<file path="src/hdl/ate_merge.sv">
`timescale 1ns / 1ps

module ate_merge #(
    parameter int FRAC_BITS = 16
) (
    input  logic               clk,
    input  logic signed [63:0] prod [3],
    input  logic signed [63:0] addend [3],
    output logic signed [31:0] q_reg,
    output logic               sat_reg
);

    localparam logic signed [65:0] FMASK = 66'((66'd1 << FRAC_BITS) - 66'd1);

    logic signed [65:0] sum;
    logic signed [65:0] adj;
    logic signed [65:0] sh;
    logic               fits;

    always_comb
    begin
        sum = 66'(prod[0]) + 66'(prod[1]) + 66'(prod[2])
            + 66'(addend[0]) + 66'(addend[1]) + 66'(addend[2]);
        adj  = sum[65] ? (sum + FMASK) : sum;
        sh   = adj >>> FRAC_BITS;
        fits = (sh[65:31] == {35{sh[31]}});
    end

    always_ff @(posedge clk)
    begin
        sat_reg <= !fits;
        if (fits)
        begin
            q_reg <= sh[31:0];
        end
        else if (sh[65])
        begin
            q_reg <= 32'sh8000_0000;
        end
        else
        begin
            q_reg <= 32'sh7fff_ffff;
        end
    end

endmodule

</file>
<file path="config.mk">
export PLATFORM = sky130hd
export DESIGN_NAME = ate_merge
export DESIGN_NICKNAME = d
export VERILOG_FILES = /design/src/hdl/ate_merge.sv
export SDC_FILE = /design/constraint.sdc
export NUM_CORES = 1
export LEC_CHECK = 0
export ABC_AREA = 1
export BUFFER_PORTS_ARGS = -buffer_cell sky130_fd_sc_hd__buf_2
export CORE_ASPECT_RATIO = 1.1
export CORE_MARGIN = 2
export CORE_UTILIZATION = 50
export CTS_CLUSTER_SIZE = 30
export DETAILED_ROUTE_END_ITERATION = 16
export HOLD_SLACK_MARGIN = 0.02
export PLACE_DENSITY = 0.86
export SETUP_SLACK_MARGIN = 0.05
export SLEW_MARGIN = 10
export SYNTH_ARGS = -nofsm -noshare
export SYNTH_HDL_FRONTEND = slang
export SYNTH_SLANG_ARGS = --single-unit
export TNS_END_PERCENT = 100
</file>
<file path="constraint.sdc">
create_clock -name clk -period 9.3 [get_ports clk]
set_clock_uncertainty 0.15 [all_clocks]
set_input_delay 0.465 -clock clk [delete_from_list [all_inputs] [get_ports clk]]
set_output_delay 0.465 -clock clk [all_outputs]
set_load 0.01 [all_outputs]
</file>
==> impl_metrics.csv <==
group,metric,value,unit
yosys,postSynth.asyncResetShare,0,
power,power.internal,0.00254,W
timing,relSlewSlack,0.647,
power,vdd_ir_drop_max,0.161,mV
timing,hold_ws,0.998,ns
cells_and_area,largest_reg_flops,32,
clock_network,cts_buffer_depth,2,
worst_setup_path,crit_path_frequent_cell,"nand2_1",
clock_network,clk_pin_slew,0.05,ns
yosys,synthCells,2904,
yosys,ys_seq_elements,33,
cells_and_area,antenna_cells,0,
clock_network,cts_tree,"built",
drt,firstDrtPassIters,6,
floorplanning,die_w,181,um
timing,max_slew.worst_pin.slew,0.524,ns
outcome,status,"finished, final reports clean",
floorplanning,io_pins,418,
drt,drtIter0Drc,1135,
worst_setup_path,path_buf_inv,4,
yosys,synth-simple-area-share,0.356,
hold_path,hp-class,"flip-flop to output pin",
placement,place_congestion,1.03,
yosys,synth-edff-count,0,
floorplanning,rows,71,
yosys,synth_adder_area_share,0.343,
worst_setup_path,cp_top_family,"simple AND/OR/NAND/NOR gates",
yosys,seq_area_frac_synth,0.0381,
yosys,yosys_most_used_dff,"dfxtp_1",
cells_and_area,nets,4023,
cells_and_area,fin_area,0.0200,mm2
flow_run,max_cap_violations,0,
cells_and_area,multiInputGateArea,0.0128,mm2
clock_network,ctsHoldBuffers,0,
yosys,synth_cell_types,36,
timing,post-route-period-util,0.669,
worst_setup_path,required,9.30,ns
worst_setup_path,crit_type,"input port to flip-flop",
power,p_comb_frac,0.948,
power,switching_share,0.678,
timing,rsz0062_at_grt,"false",
drt,drc_errors,0,
cells_and_area,syn_to_final_growth,15.4,%
worst_setup_path,end_kind,"flip-flop",
yosys,yosys_warnings,0,
worst_setup_path,cp_slowest_cell,"fa_1",
clock_network,cts_resized,0,
yosys,synth_compound_area_frac,0.0256,
clock_network,htreeDepth,2,
power,p_leak,12.9,nW
placement,dp_cells,3748,
global_route,grt_max_degree,33,
timing,finalSetupTns,0,ns
cells_and_area,n_fill_cell,3397,
floorplanning,floorplan.initialDensity,0.506,
worst_setup_path,path_max_fanout,32,
clock_network,cts_buffers,5,
global_route,overflow,0,
cells_and_area,final_cells,3756,
floorplanning,die_h,199,um
global_route,grt_pass1_vias,18186,
drt,drt_wl_total,53.5,mm
worst_setup_path,cpPeakStageDelay,0.53,ns
clock_network,postCtsSetupBuffers,0,
cells_and_area,drive_above_1_share,0.170,
timing,drv_slew,0,
worst_setup_path,cp.arrival,6.23,ns
power,power_density,394,mW/mm2
timing,setup_violations,0,
drt,vias,18004,
clock_network,root_buffer,"clkbuf_16",
global_route,grt_pass1_wl,85.7,mm
power,pwr-share-clk,0.020,
yosys,syn_area,0.0173,mm2
timing,final-hold-violation-count,0,
placement,dpl_cell_area,0.0198,mm2
worst_setup_path,worstSetupStartpointType,"input port",
placement,port_buffers,417,
cells_and_area,ff_latch_area,661,um2
floorplanning,core_area,0.0342,mm2
drt,wire_per_inst,14.2,um
global_route,grtUsageTotal,0.300,
yosys,synth_nets,3610,
yosys,synth_top_family_by_area,"simple AND/OR/NAND/NOR gates",
floorplanning,die_area,0.0362,mm2
power,switchingPower,0.00534,W
timing,period_needed,6.22,ns
timing,fmaxAchievable,0.161,GHz
drt,via_per_inst,4.79,
yosys,syn_avg_cell_area,5.97,um2
yosys,synthMuxAreaShare,0,
yosys,synth_xor_area_frac,0.0147,
global_route,antenna_found_initial,0,
placement,hpwl,49.3,mm
power,power.share.sequential,0.032,
drt,ant_nets,0,
clock_network,clock_sink_count,33,
-- layout make-up --
type                    instances  share of cell area
multi-input cells            1861               0.640
inverters                     999               0.188
well taps                     438              0.0274
repair buffers                417               0.104
clock buffers                   5             0.00626
flip-flops and latches         33              0.0330
clock inverters                 3            0.000876
-- power by group through the flow --
stage | Combinational, W | Sequential, W | Clock, W
6_report | 0.00747 | 0.000252 | 0.000155
3_5_place_dp | 0.00734 | 0.000255 | 0
2_1_floorplan | 0.00530 | 0.000294 | 0
3_3_place_gp | 0.00730 | 0.000255 | 0
4_1_cts | 0.00738 | 0.000253 | 0.000158
5_1_grt | 0.00836 | 0.000259 | 0.000165
-- metrics by stage --
| step | setup slack (ns) | power (W) | util |
|---|---|---|---|
| after global routing | 2.60 | 0.00878 | 0.585 |
| after floorplan | 4.05 | 0.00560 | - |
| after CTS | 3.10 | 0.00779 | 0.585 |
| after detailed placement | 2.85 | 0.00760 | 0.580 |
| final | 3.08 | 0.00787 | 0.585 |
| after global placement | 2.87 | 0.00756 | 0.580 |
-- synthesized netlist by cell type (2+ instances only) --
library cell  count  area [um2]
nand3b_1          7        52.6
xor2_1           27         236
nor2_1          207         777
nand2_1         880        3300
buf_8             3        45.0
nand2_2          45         282
nand2_4           2        22.5
a21oi_1          62         310
o21bai_1          5        37.5
nor3_1            7        35.0
nand3_2           9        90.1
o21ai_1           4        20.0
nand4_1          47         294
nor2_4           12         135
nor3_2            5        50.1
nor4_1            2        12.5
inv_2            33         124
and2_1            2        12.5
o21ai_0          12        60.1
dfxtp_1          33         661
nor2_2           29         181
buf_4             7        52.6
nand3_1         167         836
inv_1           959        3600
fa_1            257        5140
ha_1             64         801
clkinv_1          7        26.3
xnor2_1           2        17.5
-- per-layer routing --
metal	vias up	track usage	wire length, um
met5	-	0	0
met4	0	0.108	2170
met3	116	0.0211	3190
met2	698	0.586	27100
met1	8147	0.343	21000
li1	9043	-	-
-- placed cells by master (no fill, tap or decap), types with 4 or more instances in the layout --
cell type and count:
o21bai_1 5, o21ai_0 12, inv_2 33, nand2_1 880, nor2_2 29, buf_2 417, nand3b_1 7, a21oi_1 62
nand4_1 47, nand3_2 9, nand2_2 45, inv_1 959, clkinv_1 7, nand3_1 167, nor3_2 5, xor2_1 27
clkbuf_16 5, nor2_4 12, nor2_1 207, dfxtp_1 33, nor3_1 7, ha_1 64, fa_1 257, o21ai_1 4
-- cell families (layout without fill, tap and decap cells) --
family,count (synthesis),after routing
buffers and inverters,1010,1424
adders and majority gates,321,321
AOI/OAI and AO/OA,85,85
xor gates and xnor gates,29,29
DFF,33,33
and+or+nand+nor,1426,1426
-- worst paths after layout --
path  depth (start not counted)   endpoint  slack (ns)  startpoint
max                          26  q_reg[10]        3.08  addend[50]
min                           1  q_reg[15]         1.0   q_reg[15]
Power figures use the tool's default switching activity.
