**src/hdl/ate_div.sv**
```systemverilog
`timescale 1ns / 1ps

module ate_div #(
    parameter int FRAC_BITS = 16
) (
    input  logic               clk,
    input  logic               rst_n,
    input  logic               start,
    input  logic signed [31:0] numer,
    input  logic signed [31:0] denom,
    output logic               busy,
    output logic               done,
    output logic signed [31:0] quot
);

    localparam int NB = 32 + FRAC_BITS;
    localparam int CW = $clog2(NB + 1);
    localparam logic [NB-1:0] POS_MAX = NB'(32'h7fff_ffff);
    localparam logic [NB-1:0] NEG_MAX = NB'(33'h1_0000_0000 >> 1);

    logic [NB-1:0] dvd_reg;
    logic [32:0]   rem_reg;
    logic [31:0]   dsr_reg;
    logic          neg_reg;
    logic [CW-1:0] cnt_reg;
    logic          busy_reg;
    logic          done_reg;
    logic signed [31:0] quot_reg;

    logic [31:0] n_mag;
    logic [31:0] d_mag;
    logic [32:0] rem_sh;
    logic        q_bit;
    logic [32:0] rem_next;

    always_comb
    begin
        n_mag  = numer[31] ? 32'(-numer) : 32'(numer);
        d_mag  = denom[31] ? 32'(-denom) : 32'(denom);
        rem_sh = {rem_reg[31:0], dvd_reg[NB-1]};
        q_bit  = (rem_sh >= {1'b0, dsr_reg});
        rem_next = q_bit ? (rem_sh - {1'b0, dsr_reg}) : rem_sh;
    end

    always_ff @(posedge clk or negedge rst_n)
    begin
        if (!rst_n)
        begin
            busy_reg <= 1'b0;
            done_reg <= 1'b0;
            cnt_reg  <= '0;
        end
        else
        begin
            done_reg <= 1'b0;
            if (start)
            begin
                busy_reg <= 1'b1;
                cnt_reg  <= CW'(NB);
            end
            else if (busy_reg)
            begin
                if (cnt_reg == '0)
                begin
                    busy_reg <= 1'b0;
                    done_reg <= 1'b1;
                end
                else
                begin
                    cnt_reg <= cnt_reg - CW'(1);
                end
            end
        end
    end

    always_ff @(posedge clk)
    begin
        if (start)
        begin
            dvd_reg <= {n_mag, {FRAC_BITS{1'b0}}};
            dsr_reg <= d_mag;
            rem_reg <= '0;
            neg_reg <= numer[31] ^ denom[31];
        end
        else if (busy_reg && (cnt_reg != '0))
        begin
            rem_reg <= rem_next;
            dvd_reg <= {dvd_reg[NB-2:0], q_bit};
        end
        else if (busy_reg)
        begin
            if (neg_reg)
            begin
                quot_reg <= (dvd_reg > NEG_MAX) ? 32'sh8000_0000 : -32'(dvd_reg);
            end
            else
            begin
                quot_reg <= (dvd_reg > POS_MAX) ? 32'sh7fff_ffff : 32'(dvd_reg);
            end
        end
    end

    assign busy = busy_reg;
    assign done = done_reg;
    assign quot = quot_reg;

endmodule

```
**config.mk**
```make
export PLATFORM = sky130hd
export DESIGN_NAME = ate_div
export DESIGN_NICKNAME = d
export VERILOG_FILES = /design/src/hdl/ate_div.sv
export SDC_FILE = /design/constraint.sdc
export NUM_CORES = 1
export LEC_CHECK = 0
export ABC_AREA = 1
export BUFFER_PORTS_ARGS = -buffer_cell sky130_fd_sc_hd__buf_2
export CAP_MARGIN = 20
export CELL_PAD_IN_SITES_DETAIL_PLACEMENT = 0
export CELL_PAD_IN_SITES_GLOBAL_PLACEMENT = 1
export CORE_ASPECT_RATIO = 0.8
export CORE_MARGIN = 2
export CORE_UTILIZATION = 30
export CTS_BUF_LIST = sky130_fd_sc_hd__clkbuf_8
export DETAILED_ROUTE_END_ITERATION = 12
export HOLD_SLACK_MARGIN = 0.02
export PLACE_DENSITY = 0.57
export SYNTH_ARGS = -nofsm -noshare
export SYNTH_HDL_FRONTEND = slang
export SYNTH_SLANG_ARGS = --single-unit
```
**constraint.sdc**
```tcl
create_clock -name clk -period 4.6 [get_ports clk]
set_input_delay 0.92 -clock clk [delete_from_list [all_inputs] [get_ports clk]]
set_output_delay 0.92 -clock clk [all_outputs]
set_load 0.02 [all_outputs]
```
==> impl_results.md <==
* Status: finished, final reports clean
* Die Area at 0.0388 mm^2
* I/O Buffers at 100
* Pin count of the biggest net entering global routing at 62
* Num CTS Buffers at 17
* Ys flop type: edfxtp_1
* Final period util at 0.618
* Register area share after synthesis at 0.365
* Yosys reg bits at 153
* Count leader, synth: nand2_1
* Met2 Wirelength at 14.5 mm
* Largest cells by area after synthesis: edfxtp_1 26%, nand2_1 14%, dfxtp_1 8.6%, inv_1 8.4%, nor2_1 4.8%
* GP Congestion at 0.880
* Slowest-stage cell, CP: ha_1
* Root Driver: clkbuf_8
* Kind of critical path: reg2reg
* Row cnt at 63
* Post-layout util at 0.340
* Postcts setup bufs at 0
* CTS Sinks at 153
* Clock tree from TritonCTS: built
* Synth top area share at 0.261
* Max reg flops at 48
* Initial antenna violation count at 1
* Total track usage at 0.193
* Cell family with most CP delay: simple AND/OR/NAND/NOR gates
* Fin cells at 2,169
* Total grt overflow at 0
* Vias in the first global route at 9,760
* Worst VDD drop at 0.168 mV
* Min-delay worst type: in2async
* Worst-skew pair later-pin latency at 0.50 ns
* Post-Syn Instances at 1,582
* Initial Util at 0.302
* Layout cells sized above 1 at 0.128
* Fmax at 352 MHz
* Global-route wire length before repair at 57.2 mm
* Drt pass-1 iters at 5
* Die height at 176 um
* Total power at 5.66 mW
* IO Count at 101
* Post-DRT Antenna Nets at 0
* Critical path launch point type: flop
* Synth warn at 0
* Post-synthesis async set-or-reset flop share at 0.0523
* Post-layout net count at 1,773
* Cell mode on critical path: nor2_1
* Clock transition at path regs at 0.10 ns
* H-tree depth at 4
* Crit-path max FO at 37
* Leakage at 6.07 nW
* Mapped Nets at 1,686
* CP required at 5.03 ns
* Post-synth top area cell: edfxtp_1
* Layout Skew at 0.0163 ns
* Die Wd at 220 um
* Vias per cell at 4.77
* WL per Instance at 16.7 um
* CP max stage delay at 0.38 ns
* Initial DRC Count at 751
* Worst path bufs/invs at 2
* Synthesized area at 0.0112 mm^2
* Fin. Hold Viols at 0
* Crit-path cells: inv_1 -> ha_1 -> nand2_1 -> nor2_1 -> nand2_1 -> nor2_1 -> nand2_1 -> nor2_4 -> nor2_4 -> buf_4 -> nand2_8 -> nand2_2 -> nor2_1 -> nor2_1 -> nor2_1
* Pre-CTS worst setup slack at 1.50 ns
* Min Tclk post-route at 2.84 ns
* Inst Count DP at 2,137
* PostCTS Resize Cnt at 0
* Synthesized area per cell at 7.05 um^2
* Clock Path Buffers at 2
* RSZ-0062 raised after global routing: no
* Cts hold-fix bufs at 0
* Final setup violation count at 0
* Vias post-DR at 10,400
* Core Area at 0.0369 mm^2
* DRC violations left at 0
* WP data arrival at 3.27 ns
* WL met1 at 19.5 mm
* Routed wl met3 at 1.82 mm
* Setup_tns at 0 ns
* Crit path capture type: flop
* Power Dens Cells at 451 mW/mm^2
* Max Used Layer: met4
* Slew @ Worst Pin at 0.895 ns
* # Max-Cap Violations at 0
* Top cells by count, synth: 412 x nand2_1, 249 x inv_1, 143 x nor2_1
* Cell variety after synth at 52
* Syn-to-layout area delta at 12.5%
* Setup ws final at 1.76 ns
* Slew Limit Fails at 0
* Relative slew slack at 0.402
* Layout fillers at 4,016
* Total wire length at 36.2 mm
* Post-synth EDFFs at 97
* N_diodes at 0
* DP Wirelength at 28.4 mm
[cell usage in the layout, fill, tap and decap left out, types with 3 or more instances in the layout]
cell type  Yosys  final
nor4_1         6      6
nand3b_1      10     10
nor2_1       143    142
nor2_2        11     12
nand3_2       16     16
edfxtp_1      97     97
buf_2         12    100
or2_2          7      7
nor3_1        27     27
inv_2         10     10
o32ai_1        3      3
ha_1          36     36
nand3_1       98     98
inv_6          0      3
nand2_2       13     13
clkbuf_8       0     18
o21bai_1       6      6
o21ai_0       85     85
xnor2_1       10     10
xor2_1        50     50
bufinv_16      0      3
nand4_1       52     52
a21oi_1       52     52
dfrtp_1        8      8
o21ai_1       31     31
clkinv_1       2      3
inv_1        249    251
o22ai_1       25     25
nand2_1      412    412
dfxtp_1       48     48
buf_4          1     10
o21a_1         3      3
nor3_2         6      6
nor2_4         4      4
[logic make-up after synthesis]
logic type / share of synthesized area
simple gates: 0.333
fa+ha+maj: 0.0422
flops: 0.365
xor+xnor: 0.0471
compound gates: 0.103
buf+inv: 0.109
[layout make-up]
| class | count | area (um^2) | area share |
|---|---|---|---|
| Multi-Input combinational cell | 1125 | 5870 | 0.468 |
| Sequential cell | 153 | 4070 | 0.325 |
| Inverter | 261 | 980 | 0.0781 |
| Tap cell | 487 | 609 | 0.0485 |
| Timing Repair Buffer | 111 | 596 | 0.0475 |
| Clock buffer | 18 | 248 | 0.0197 |
| Clock inverter | 14 | 173 | 0.0138 |
[per-layer routing]
metal,track usage,vias up
li1,-,5340
met1,0.302,4767
met2,0.272,221
met3,0.0338,27
met4,0.0403,0
met5,0,-
[power breakdown]
group	internal, mW	total, mW	switching, mW
Clock	0.558	1.15	0.596
Combinational	0.849	2.62	1.77
Sequential	1.69	1.89	0.194
[per-stage QoR]
step	cell area, um^2	hold slack (ns)
2_1_floorplan	11200	0.445
3_3_place_gp	12100	0.464
3_5_place_dp	12100	0.465
4_1_cts	12600	0.219
5_1_grt	12600	0.231
6_report	12600	0.246
[final timing paths]
check | slack (ns) | startpoint | depth (start not counted) | end
max | 1.76 | dsr_reg[24] | 15 | rem_reg[19]
min | 0.25 | rst_n | 1 | done
max reg2reg | 1.76 | dsr_reg[24] | 15 | rem_reg[19]
min reg2reg | 0.47 | rem_reg[26] | 2 | rem_reg[26]
max in group asynchronous | 4.17 | rst_n | 1 | cnt_reg[4]
min in group clk | 0.47 | rem_reg[26] | 2 | rem_reg[26]
No activity file was read; power rests on OpenSTA's default activity.
