**src/hdl/ate_pkg.sv**
```systemverilog
`timescale 1ns / 1ps

package ate_pkg;

    localparam int ATE_FRAC_BITS = 16;

    localparam logic [2:0] KIND_LOAD = 3'd0;
    localparam logic [2:0] KIND_POST = 3'd1;
    localparam logic [2:0] KIND_PRE  = 3'd2;
    localparam logic [2:0] KIND_INV  = 3'd3;
    localparam logic [2:0] KIND_READ = 3'd4;

    typedef enum logic [5:0] {
        S_IDLE  = 6'b000001,
        S_ISSUE = 6'b000010,
        S_MUL   = 6'b000100,
        S_ADD   = 6'b001000,
        S_DIV   = 6'b010000,
        S_EMIT  = 6'b100000
    } state_t;

    typedef enum logic [4:0] {
        P_DCOF  = 5'b00001,
        P_DFIN  = 5'b00010,
        P_ICOF  = 5'b00100,
        P_TRANS = 5'b01000,
        P_CAT   = 5'b10000
    } phase_t;

    typedef struct packed {
        logic signed [31:0] a;
        logic signed [31:0] b;
        logic               neg;
        logic signed [63:0] addend;
    } lane_in_t;

    function automatic logic [1:0] nx3(input logic [1:0] k);
        logic [1:0] r;
        case (k)
            2'd0:    r = 2'd1;
            2'd1:    r = 2'd2;
            default: r = 2'd0;
        endcase
        return r;
    endfunction

    function automatic logic [1:0] row_of(input logic [3:0] n);
        logic [1:0] r;
        case (n)
            4'd0, 4'd1, 4'd2:  r = 2'd0;
            4'd3, 4'd4, 4'd5:  r = 2'd1;
            4'd6, 4'd7, 4'd8:  r = 2'd2;
            default:           r = 2'd3;
        endcase
        return r;
    endfunction

    function automatic logic [1:0] col_of(input logic [3:0] n);
        logic [1:0] r;
        case (n)
            4'd0, 4'd3, 4'd6, 4'd9:  r = 2'd0;
            4'd1, 4'd4, 4'd7, 4'd10: r = 2'd1;
            default:                 r = 2'd2;
        endcase
        return r;
    endfunction

    function automatic logic [3:0] eidx(input logic [1:0] r, input logic [1:0] c);
        return 4'({r, 1'b0}) + 4'(r) + 4'(c);
    endfunction

endpackage

```
**src/hdl/ate_lane.sv**
```systemverilog
`timescale 1ns / 1ps

module ate_lane
    import ate_pkg::*;
(
    input  logic               clk,
    input  lane_in_t           lin,
    output logic signed [63:0] prod_reg,
    output logic signed [63:0] add_reg
);

    logic signed [32:0] a_ext;
    logic signed [64:0] prod_full;

    always_comb
    begin
        a_ext     = lin.neg ? -33'(lin.a) : 33'(lin.a);
        prod_full = 65'(a_ext) * 65'(lin.b);
    end

    always_ff @(posedge clk)
    begin
        prod_reg <= prod_full[63:0];
        add_reg  <= lin.addend;
    end

endmodule

```
**config.mk**
```make
export PLATFORM = sky130hd
export DESIGN_NAME = ate_lane
export DESIGN_NICKNAME = d
export VERILOG_FILES = /design/src/hdl/ate_pkg.sv /design/src/hdl/ate_lane.sv
export SDC_FILE = /design/constraint.sdc
export NUM_CORES = 2
export LEC_CHECK = 0
export ABC_AREA = 1
export BUFFER_PORTS_ARGS = -buffer_cell sky130_fd_sc_hd__buf_2
export CAP_MARGIN = 25
export CORE_MARGIN = 4
export CORE_UTILIZATION = 55
export DETAILED_ROUTE_END_ITERATION = 7
export PLACE_DENSITY_LB_ADDON = 0.1
export SLEW_MARGIN = 10
export SYNTH_ARGS = -nofsm -noshare
export SYNTH_HDL_FRONTEND = slang
export SYNTH_SLANG_ARGS = --single-unit
```
**constraint.sdc**
```tcl
create_clock -name clk -period 12.9 [get_ports clk]
set_input_delay 2.58 -clock clk [delete_from_list [all_inputs] [get_ports clk]]
set_output_delay 2.58 -clock clk [all_outputs]
set_load 0.05 [all_outputs]
```
==> results.yml <==
status:
  outcome: "completed"
final_layout:
  seqCellArea_sq_um: 2560
  layout_cells_sized_above_1_pct: 7.88
  syn_to_final_growth_pct: 7.05
  antenna_cells: 0
  multi_input_gate_area_in_the_final_layout_sq_um: 32700
  final.fill_count: 6780
  number_of_nets_in_the_finished_design: 6405
clocking:
  clock_sinks: 128
  cts.reportedPaths.clkPinSlew_ns: 0.06
  cts_max_path_buffers: 2
  clockRootBuffer: "sky130_fd_sc_hd__clkbuf_16"
  post_cts_buffers: 0
  cts_hold_buffers: 0
  ctsResizeCount: 0
  cts_htree_levels: 4
  cts_inserted_buffers: 17
  tritoncts: "yes"
grt:
  grt_pass1_wl_um: 204000
  grt_util_all_layers_pct: 34.6
  grt_antenna_before_repair: 3
  overflow: 0
  grt_start_max_net_pins: 34
  first_global_vias: 34380
timing:
  finalCritPeriodShare_pct: 89.7
  worstMarginPinSlew_ns: 1.00
  slew_violations: 0
  maxSlewHeadroom_pct: 32.9
  layout_min_cycle_time_ns: 11.58
  final_number_of_hold_violating_endpoints: 0
  max_freq_mhz: 86.4
  final_setup_fails: 0
  unrepaired_setup_endpoints_after_global_routing: "no"
  final.setup.tns_ns: 0
die:
  fp.dieH_um: 280
  floorplan.die_area_sq_um: 78500
  ios: 258
  die_width_um: 280
  core-area_sq_um: 73200
  floorplan.rows: 99
  initial_core_util_pct: 55.7
critical_path:
  critical-path-top-delay-family: "adder cells"
  max_stage_delay_ns: 0.80
  worstPathArrival_ns: 11.89
  timing.critical_path.slowest_stage_cell: "sky130_fd_sc_hd__fa_1"
  category_of_the_worst_setup_path_capture_point: "register"
  crit_buf_inv: 7
  timing.critical_path.fanout_max: 20
  critPathRequiredTime_ns: 13.21
  timing.setup.critical_path_class: "input pin to register"
  path_common_cell: "sky130_fd_sc_hd__fa_1"
  setup.worst_path.start_class: "input pin"
routing:
  routed_wirelength_um: 130000
  drt.antenna.violating_nets: 0
  drc: 0
  dr_total_vias: 32264
  via_per_inst: 5.41
  post_drt_wl_per_cell_um: 21.8
  firstDrtPassIters: 6
  drt_iter0_markers: 2775
yosys:
  netlist_area_sq_um: 40800
  share_of_flip_flops_with_an_asynchronous_set_or_reset_pct: 0
  post_synth.cell_area_avg_sq_um: 8.45
  netlist-cell-type-count: 44
  mappedNetlistNets: 6239
  yosys_register_bits: 128
  yosysWarnings: 0
  synth_flop_cell: "sky130_fd_sc_hd__dfxtp_1"
  yosysSeqAreaShare_pct: 6.29
  synth-edff-count: 0
  postSynthCellCount: 4821
min_path:
  timing.hold.worst.class: "input pin to register"
  min_path_cells: 1
  worst_min_path_start: "lin[31]"
  hold_end: "add_reg[31]$_DFF_P_"
placed_design:
  detailed_place_hpwl_um: 112000
  port_buffers: 257
  gpl.final_weighted_congestion: 1.01
job:
  maxCapViolCount: 0
==> kinds of logic (layout without fill, tap and decap cells) <==
logic type,after synthesis,count (layout),share of synthesized area (%)
simple gates,1690,1690,16.4
buf+inv,1444,1623,13.5
fa+ha+maj,1288,1288,59.9
compound gates,217,217,2.85
flops,128,128,6.29
xor+xnor,54,54,1.18
==> metal layers <==
metal,global-route usage [%],part of all wire [%]
met5,0,0.010
met4,11.2,4.1
met2,55.4,47
met1,47.4,40
met3,7.81,9.6
==> cells in the mapped netlist, types with 2 or more instances <==
cell type                  instances  area [sq um]
sky130_fd_sc_hd__inv_1          1242          4660
sky130_fd_sc_hd__fa_1           1103         22100
sky130_fd_sc_hd__nand2_1         805          3020
sky130_fd_sc_hd__nor2_1          720          2700
sky130_fd_sc_hd__ha_1            185          2310
sky130_fd_sc_hd__dfxtp_1         128          2560
sky130_fd_sc_hd__clkbuf_1        121           454
sky130_fd_sc_hd__a21oi_1         106           531
sky130_fd_sc_hd__nand3_1          86           430
sky130_fd_sc_hd__o21ai_0          74           370
sky130_fd_sc_hd__xor2_1           42           368
sky130_fd_sc_hd__buf_2            40           200
sky130_fd_sc_hd__inv_2            16          60.1
sky130_fd_sc_hd__clkinv_1         15          56.3
sky130_fd_sc_hd__nand4_1          14          87.6
sky130_fd_sc_hd__nor3_1           14          70.1
sky130_fd_sc_hd__or2_2            13          81.3
sky130_fd_sc_hd__xnor2_1          11          96.3
sky130_fd_sc_hd__nand2_2           9          56.3
sky130_fd_sc_hd__nand3b_1          9          67.6
sky130_fd_sc_hd__a31oi_1           8          50.1
sky130_fd_sc_hd__o21bai_1          7          52.6
sky130_fd_sc_hd__a21o_1            6          45.0
sky130_fd_sc_hd__buf_1             6          22.5
sky130_fd_sc_hd__nor4_1            5          31.3
sky130_fd_sc_hd__o211ai_1          5          37.5
sky130_fd_sc_hd__or2_1             5          31.3
sky130_fd_sc_hd__a21boi_0          4          30.0
sky130_fd_sc_hd__o21ai_1           3          15.0
sky130_fd_sc_hd__and3_1            2          12.5
sky130_fd_sc_hd__buf_6             2          22.5
sky130_fd_sc_hd__o21a_1            2          15.0
sky130_fd_sc_hd__o21ai_2           2          17.5
==> area by class of cell <==
cell class	count	area share, %
repair buffers	318	4.07
clock buffers	19	0.992
inverters	1273	11.0
multi-input cells	3249	75.0
well taps	959	2.75
flip-flops and latches	128	5.87
clock inverters	13	0.404
==> through the flow <==
step	instance area (sq um)	util, %	hold WS (ns)	worst slack [ns]	instances
after CTS	43600	59.6	2.23	1.36	5958
after floorplan	40800	-	2.61	2.71	4821
after detailed placement	43000	58.7	2.68	0.947	5926
final	43600	59.6	2.24	1.32	5959
after global routing	43600	59.6	2.23	0.708	5959
after global placement	43000	58.7	2.68	1.05	5926
==> placed cells by master, fill, tap and decap left out, types with 6 or more instances in the layout <==
master                      instances
sky130_fd_sc_hd__a21o_1             6
sky130_fd_sc_hd__inv_2             16
sky130_fd_sc_hd__nor2_1           720
sky130_fd_sc_hd__or2_2             13
sky130_fd_sc_hd__ha_1             185
sky130_fd_sc_hd__nand2_2            9
sky130_fd_sc_hd__inv_1           1242
sky130_fd_sc_hd__buf_2            257
sky130_fd_sc_hd__clkbuf_16         17
sky130_fd_sc_hd__nand2_1          805
sky130_fd_sc_hd__a21oi_1          106
sky130_fd_sc_hd__xor2_1            42
sky130_fd_sc_hd__a31oi_1            8
sky130_fd_sc_hd__xnor2_1           11
sky130_fd_sc_hd__dfxtp_1          128
sky130_fd_sc_hd__nor3_1            14
sky130_fd_sc_hd__buf_4             59
sky130_fd_sc_hd__o21bai_1           7
sky130_fd_sc_hd__nand4_1           14
sky130_fd_sc_hd__o21ai_0           74
sky130_fd_sc_hd__fa_1            1103
sky130_fd_sc_hd__clkinv_1          15
sky130_fd_sc_hd__nand3_1           86
sky130_fd_sc_hd__nand3b_1           9
==> worst max-delay path by stage <==
| stage | start | to | slack [ns] | cells past startpoint |
|---|---|---|---|---|
| 6_report | lin[97] | prod_reg[50]$_DFF_P_ | 1.32 | 30 |
| 3_5_place_dp | lin[97] | prod_reg[50]$_DFF_P_ | 0.95 | 32 |
| 2_1_floorplan | lin[98] | prod_reg[63]$_DFF_P_ | 2.71 | 31 |
| 4_1_cts | lin[97] | prod_reg[50]$_DFF_P_ | 1.36 | 32 |
| 3_3_place_gp | lin[97] | prod_reg[50]$_DFF_P_ | 1.05 | 32 |
| 5_1_grt | lin[97] | prod_reg[50]$_DFF_P_ | 0.71 | 32 |
Power is left out: the tool's default activity adds up to more than one toggle a clock period on the data nets, which glitch-free logic cannot reach.
